$ cat config.mk
export PLATFORM = sky130hd
export DESIGN_NAME = prime_test_32bit_top
export DESIGN_NICKNAME = d
export VERILOG_FILES = /design/src/hw/rtl/pt32_pkg.sv /design/src/hw/rtl/pt32_rem_unit.sv /design/src/hw/rtl/pt32_seq.sv /design/src/hw/rtl/prime_test_32bit_top.sv
export SDC_FILE = /design/constraint.sdc
export NUM_CORES = 1
export LEC_CHECK = 0
export ABC_AREA = 1
export ABC_CLOCK_PERIOD_IN_PS = 9440
export BUFFER_PORTS_ARGS = -buffer_cell sky130_fd_sc_hd__buf_2
export CAP_MARGIN = 20
export CORE_MARGIN = 8
export CORE_UTILIZATION = 45
export CTS_CLUSTER_DIAMETER = 120
export CTS_CLUSTER_SIZE = 24
export DETAILED_ROUTE_END_ITERATION = 8
export MAX_ROUTING_LAYER = met4
export PLACE_DENSITY = 0.61
export SYNTH_ARGS = -nofsm -noshare
export SYNTH_HDL_FRONTEND = slang
export SYNTH_SLANG_ARGS = --single-unit
$ cat constraint.sdc
create_clock -name clk_i -period 9.44 [get_ports clk_i]
set_input_delay 0 -clock clk_i [delete_from_list [all_inputs] [get_ports clk_i]]
set_output_delay 0 -clock clk_i [all_outputs]
set_load 0.005 [all_outputs]
$ cat src/hw/rtl/pt32_pkg.sv
package pt32_pkg;

  localparam int unsigned NumW     = 32;
  localparam int unsigned DivW     = 17;
  localparam int unsigned SqW      = 34;
  localparam int unsigned RemBits  = 4;
  localparam int unsigned RemSteps = NumW / RemBits;
  localparam int unsigned RemCntW  = $clog2(RemSteps);

  localparam logic [NumW-1:0] FirstDiv   = 32'd3;
  localparam logic [SqW-1:0]  FirstSq    = 34'd9;
  localparam logic [NumW-1:0] SmallLimit = 32'd3;
  localparam logic [NumW-1:0] EvenPrime  = 32'd2;

  typedef enum logic [1:0] {
    ST_IDLE,
    ST_CHECK,
    ST_DIV,
    ST_DONE
  } state_e;

  typedef struct packed {
    logic start;
  } rem_req_t;

  typedef struct packed {
    logic busy;
    logic done;
    logic zero;
  } rem_rsp_t;

endpackage

$ cat src/hw/rtl/pt32_rem_unit.sv
module pt32_rem_unit (
  input  logic                         clk_i,
  input  logic                         rst_ni,
  input  pt32_pkg::rem_req_t           req_i,
  input  logic [pt32_pkg::NumW-1:0]    dividend_i,
  input  logic [pt32_pkg::DivW-1:0]    divisor_i,
  output pt32_pkg::rem_rsp_t           rsp_o
);
  import pt32_pkg::*;

  logic               busy_q, busy_d;
  logic [RemCntW-1:0] cnt_q, cnt_d;
  logic [DivW-1:0]    rem_q, rem_d;
  logic [NumW-1:0]    shf_q, shf_d;
  logic [DivW:0]      trial;
  logic [DivW-1:0]    part;
  logic               last;

  assign last = busy_q && (cnt_q == RemCntW'(RemSteps - 1));

  // restoring remainder, RemBits quotient bits per cycle
  always_comb begin
    part = rem_q;
    for (int i = 0; i < RemBits; i++) begin
      trial = {part, shf_q[NumW-1-i]};
      if (trial >= {1'b0, divisor_i}) begin
        trial = trial - {1'b0, divisor_i};
      end
      part = trial[DivW-1:0];
    end
  end

  always_comb begin
    busy_d = busy_q;
    cnt_d  = cnt_q;
    rem_d  = rem_q;
    shf_d  = shf_q;
    if (req_i.start) begin
      busy_d = 1'b1;
      cnt_d  = '0;
      rem_d  = '0;
      shf_d  = dividend_i;
    end else if (busy_q) begin
      cnt_d  = cnt_q + RemCntW'(1);
      rem_d  = part;
      shf_d  = shf_q << RemBits;
      if (last) begin
        busy_d = 1'b0;
      end
    end
  end

  always_ff @(posedge clk_i or negedge rst_ni) begin
    if (!rst_ni) begin
      busy_q <= 1'b0;
      cnt_q  <= '0;
    end else begin
      busy_q <= busy_d;
      cnt_q  <= cnt_d;
    end
  end

  always_ff @(posedge clk_i) begin
    rem_q <= rem_d;
    shf_q <= shf_d;
  end

  assign rsp_o.busy = busy_q;
  assign rsp_o.done = last;
  assign rsp_o.zero = (part == '0);

endmodule

$ cat src/hw/rtl/pt32_seq.sv
module pt32_seq (
  input  logic                         clk_i,
  input  logic                         rst_ni,
  input  logic                         in_valid_i,
  input  logic [pt32_pkg::NumW-1:0]    candidate_i,
  output logic                         in_stall_o,
  output logic                         res_valid_o,
  output logic                         res_o,
  input  logic                         res_take_i,
  output pt32_pkg::rem_req_t           rem_req_o,
  input  pt32_pkg::rem_rsp_t           rem_rsp_i,
  output logic [pt32_pkg::NumW-1:0]    dividend_o,
  output logic [pt32_pkg::DivW-1:0]    divisor_o
);
  import pt32_pkg::*;

  state_e          state_q, state_d;
  logic [NumW-1:0] n_q, n_d;
  logic [DivW-1:0] d_q, d_d;
  logic [SqW-1:0]  sq_q, sq_d;
  logic            step4_q, step4_d;
  logic            res_q, res_d;

  always_comb begin
    state_d         = state_q;
    n_d             = n_q;
    d_d             = d_q;
    sq_d            = sq_q;
    step4_d         = step4_q;
    res_d           = res_q;
    in_stall_o      = 1'b1;
    res_valid_o     = 1'b0;
    rem_req_o.start = 1'b0;
    case (state_q)
      ST_IDLE: begin
        in_stall_o = 1'b0;
        if (in_valid_i) begin
          n_d     = candidate_i;
          d_d     = DivW'(FirstDiv);
          sq_d    = FirstSq;
          step4_d = 1'b0;
          if (candidate_i < SmallLimit || !candidate_i[0]) begin
            res_d   = (candidate_i == EvenPrime);
            state_d = ST_DONE;
          end else begin
            state_d = ST_CHECK;
          end
        end
      end
      ST_CHECK: begin
        if (sq_q > SqW'(n_q)) begin
          res_d   = 1'b1;
          state_d = ST_DONE;
        end else begin
          rem_req_o.start = 1'b1;
          state_d         = ST_DIV;
        end
      end
      ST_DIV: begin
        if (rem_rsp_i.done) begin
          if (rem_rsp_i.zero) begin
            res_d   = 1'b0;
            state_d = ST_DONE;
          end else begin
            // skip multiples of 2 and 3: steps of 2 and 4 alternate after 5
            if (step4_q) begin
              d_d  = d_q + DivW'(4);
              sq_d = sq_q + (SqW'(d_q) << 3) + SqW'(16);
            end else begin
              d_d  = d_q + DivW'(2);
              sq_d = sq_q + (SqW'(d_q) << 2) + SqW'(4);
            end
            step4_d = (d_q == DivW'(FirstDiv)) ? 1'b0 : !step4_q;
            state_d = ST_CHECK;
          end
        end
      end
      ST_DONE: begin
        res_valid_o = 1'b1;
        if (res_take_i) begin
          state_d = ST_IDLE;
        end
      end
      default: state_d = ST_IDLE;
    endcase
  end

  always_ff @(posedge clk_i or negedge rst_ni) begin
    if (!rst_ni) begin
      state_q <= ST_IDLE;
    end else begin
      state_q <= state_d;
    end
  end

  always_ff @(posedge clk_i) begin
    n_q     <= n_d;
    d_q     <= d_d;
    sq_q    <= sq_d;
    step4_q <= step4_d;
    res_q   <= res_d;
  end

  assign res_o      = res_q;
  assign dividend_o = n_q;
  assign divisor_o  = d_q;

endmodule

$ cat src/hw/rtl/prime_test_32bit_top.sv
// Primality test for a 32-bit unsigned word. Zero, one and even words are decided
// without trial division (only 2 is prime). An odd word is trial-divided by 3 and then by
// every number of the form 6k+-1 whose square does not exceed it; a single remainder
// unit retires 4 bits a cycle, and each trial divisor takes one bound check followed
// by the remainder steps. A composite word stops at its smallest factor; a prime
// near 2^32 needs about 21850 divisors. One word is in work at a time and the input
// is stalled until its result has moved into the output register; that register
// holds the result while the next word is taken.
module prime_test_32bit_top (
  input  logic        clk_i,
  input  logic        rst_ni,
  input  logic        in_valid_i,
  output logic        in_stall_o,
  input  logic [31:0] candidate_i,
  output logic        out_valid_o,
  input  logic        out_stall_i,
  output logic        is_prime_o
);
  import pt32_pkg::*;

  rem_req_t        rem_req;
  rem_rsp_t        rem_rsp;
  logic [NumW-1:0] dividend;
  logic [DivW-1:0] divisor;
  logic            res_valid;
  logic            res;
  logic            res_take;
  logic            out_valid_q;
  logic            is_prime_q;

  assign res_take = !out_valid_q || !out_stall_i;

  pt32_seq u_seq (
    .clk_i       (clk_i),
    .rst_ni      (rst_ni),
    .in_valid_i  (in_valid_i),
    .candidate_i (candidate_i),
    .in_stall_o  (in_stall_o),
    .res_valid_o (res_valid),
    .res_o       (res),
    .res_take_i  (res_take),
    .rem_req_o   (rem_req),
    .rem_rsp_i   (rem_rsp),
    .dividend_o  (dividend),
    .divisor_o   (divisor)
  );

  pt32_rem_unit u_rem (
    .clk_i      (clk_i),
    .rst_ni     (rst_ni),
    .req_i      (rem_req),
    .dividend_i (dividend),
    .divisor_i  (divisor),
    .rsp_o      (rem_rsp)
  );

  always_ff @(posedge clk_i or negedge rst_ni) begin
    if (!rst_ni) begin
      out_valid_q <= 1'b0;
    end else if (res_valid && res_take) begin
      out_valid_q <= 1'b1;
    end else if (!out_stall_i) begin
      out_valid_q <= 1'b0;
    end
  end

  always_ff @(posedge clk_i) begin
    if (res_valid && res_take) begin
      is_prime_q <= res;
    end
  end

  assign out_valid_o = out_valid_q;
  assign is_prime_o  = is_prime_q;

endmodule

==> reports/qor.yml <==
die:
  io_pins: 39
  die-area_um2: 34000
  dieHeight_um: 184
  die_w_um: 184
  core_um2: 27900
  initial_core_util: 0.458
  num_rows: 61
cells_and_area:
  fin_cells: 2225
  layout-drive-gt1-share: 0.118
  layout_commonest_cell: "nand2_1"
  n_fill_cell: 2679
  num-nets-final: 2047
  synthToLayoutAreaGrowth_pct: 17.6
  final_cell_mix: "nand2_1, inv_1, ha_1"
  diodes: 0
timing:
  fin_crit_sh: 0.943
  setup_viol: 0
  slew_viol_final: 0
  worstMarginPinSlew_ns: 0.974
  fmax_ghz: 0.112
  setup_slack_ns: 0.538
  finalClockSkew_ns: 0.0117
  slew_headroom: 0.334
  finalHoldViolCount: 0
  period_needed_ns: 8.90
global_routing:
  grt_use_met1: 0.273
  grt_usage: 0.235
  grt_pass1_wl_um: 60600
  overflow: 0
  first_global_vias: 11600
  antenna_found_initial: 0
  grt.busiest_layer: "met2"
  use_met2: 0.402
  use_met3: 0.0246
  grt_max_degree: 85
worst_hold_path:
  holdPathStages: 3
  holdPathEnd: "u_seq.dividend_o[31]"
  min_path_type: "input port to register"
  hold_path.startpoint: "in_valid_i"
placed_design:
  portBuffers: 38
  routabilityCongestion: 0.995
  pre_cts_slack_ns: 0.0387
  dp_hpwl_um: 30600
  dp_cells: 2130
synth:
  synth_area_per_cell_um2: 7.54
  yosys_warnings: 0
  ys_ff_latch: 138
  synth_edf_count: 114
  syn_nets: 1906
  synth_cell_types: 57
  syn_area_um2: 12800
  yosysTopAreaCell: "edfxtp_1"
  synth_cells: 1693
  ys_seq_area_frac: 0.309
  ys.flop_type: "edfxtp_1"
  postSynth.asyncResetShare: 0.0507
  synthTopCellsByArea: "edfxtp_1, ha_1, nand2_1"
  synth_top_area_frac: 0.268
drt:
  firstDrtPassIters: 6
  vias_per_cell: 5.39
  drt_iter0_drc: 782
  drcViolationCount: 0
  vias: 12000
  wirelength_um: 39300
  ant_nets: 0
  drt-wirelength-per-cell_um: 17.7
clock_network:
  clkSinkCount: 138
  cts_max_path_buffers: 2
  ctsHtreeMaxLevel: 4
  cts_buffers: 17
  tritoncts: "yes"
  clkTransAtPathRegs_ns: 0.07
  clock_latency_ns: 0.43
  cts-root-buf: "clkbuf_16"
critical_path:
  reg2reg_depth: 57
  rr_endpoint: "u_seq.sq_q[17]"
  slowest_delay_ns: 0.44
  crit_path_start_kind: "register"
  end_kind: "register"
  required_ns: 9.61
  path_class: "register to register"
  cp_max_fo: 31
  critical_path_arrival_ns: 9.08
  r2r_slack_ns: 0.54
  reg2reg_from: "u_seq.divisor_o[15]"
  cp_common_cell: "nand2_1"
  slowest_stage: "edfxtp_1"
flow_run:
  drv_cap: 0
status:
  status: "finished clean"
==> metal layers <==
| metal | vias up | routed length (µm) |
|---|---|---|
| li1 | 6036 | - |
| met1 | 5541 | 16900 |
| met2 | 309 | 19100 |
| met3 | 103 | 1420 |
| met4 | 0 | 1860 |
| met5 | - | 0 |
==> cells by family after synthesis <==
| logic type | Yosys count | share of synthesized area |
|---|---|---|
| buf+inv | 258 | 0.0806 |
| compound gates | 381 | 0.163 |
| flops | 138 | 0.309 |
| xor+xnor | 66 | 0.0453 |
| simple gates | 673 | 0.226 |
| fa+ha+maj | 177 | 0.177 |
==> cells in the mapped netlist (all sizes together), types with 2 or more instances <==
cell type,count
nand2,408
inv,224
ha,171
a21oi,164
o21ai,157
nor2,129
edfxtp,114
nand3,77
xnor2,33
xor2,33
clkbuf,21
nor3,21
nand4,18
dfxtp,17
buf,12
o21a,11
a31oi,10
nor4,10
dfrtp,7
a211oi,6
fa,6
a21o,5
o21bai,5
a21boi,4
nand3b,4
o2111ai,3
o211ai,3
o221ai,3
or2,3
a2111oi,2
a41oi,2
==> layout make-up <==
cell class | count | area [µm²] | area share
repair buffers | 151 | 1170 | 0.0780
multi-input cells | 1301 | 7960 | 0.530
flip-flops and latches | 138 | 3940 | 0.262
clock inverters | 15 | 203 | 0.0135
clock buffers | 17 | 425 | 0.0283
inverters | 225 | 847 | 0.0564
well taps | 378 | 473 | 0.0315
==> through the flow <==
stage               setup TNS [ns]  area (µm²)   util  hold WS (ns)
floorplan                        0       12800      -        -0.296
global placement                 0       13700  0.491        -0.162
detailed placement               0       13700  0.492        -0.155
CTS                              0       14700  0.527         0.126
global route                -0.278       15000  0.539         0.172
finish                           0       15000  0.539         0.157
==> worst max-delay path by stage <==
stage / startpoint / to / depth (start not counted)
finish: u_seq.divisor_o[15] / u_seq.sq_q[17] / 57
global route: u_seq.divisor_o[15] / u_seq.sq_q[17] / 56
CTS: u_seq.divisor_o[11] / u_seq.divisor_o[1] / 58
detailed placement: u_seq.divisor_o[11] / u_seq.sq_q[5] / 58
global placement: u_seq.divisor_o[11] / u_seq.sq_q[5] / 58
floorplan: u_seq.divisor_o[1] / u_seq.divisor_o[10] / 62
==> critical path, delay by kind of cell, from the launching register on <==
| family | cells | cell delay (ns) |
|---|---|---|
| flops | 1 | 0.44 |
| buf+inv | 8 | 1.12 |
| simple gates | 32 | 3.71 |
| fa+ha+maj | 4 | 1.41 |
| compound gates | 12 | 1.70 |
| xor+xnor | 1 | 0.21 |
==> registers in the layout (all words and copies together), names as in the netlist <==
register / count
u_seq.sq_q: 31
u_seq.divisor_o: 16
u_rem.busy_q: 1
u_rem.cnt_q: 3
u_seq.dividend_o: 32
out_valid_o: 1
is_prime_o: 1
u_rem.rem_q: 17
u_rem.shf_q: 32
u_seq.res_o: 1
u_seq.state_q: 2
u_seq.step4_q: 1
==> what timing repair did <==
item / CTS / global route
gates resized for setup: 1 / 37
hold buffers: 35 / 0
gates cloned: 0 / 4
pin swaps: 0 / 7
buffers inserted: 0 / 23
hold endpoints to repair: 41 / 0
setup endpoints to repair: 31 / 51
Power is not shown: default switching activity piles up to over one toggle a cycle in this logic, so the estimate is an artifact.
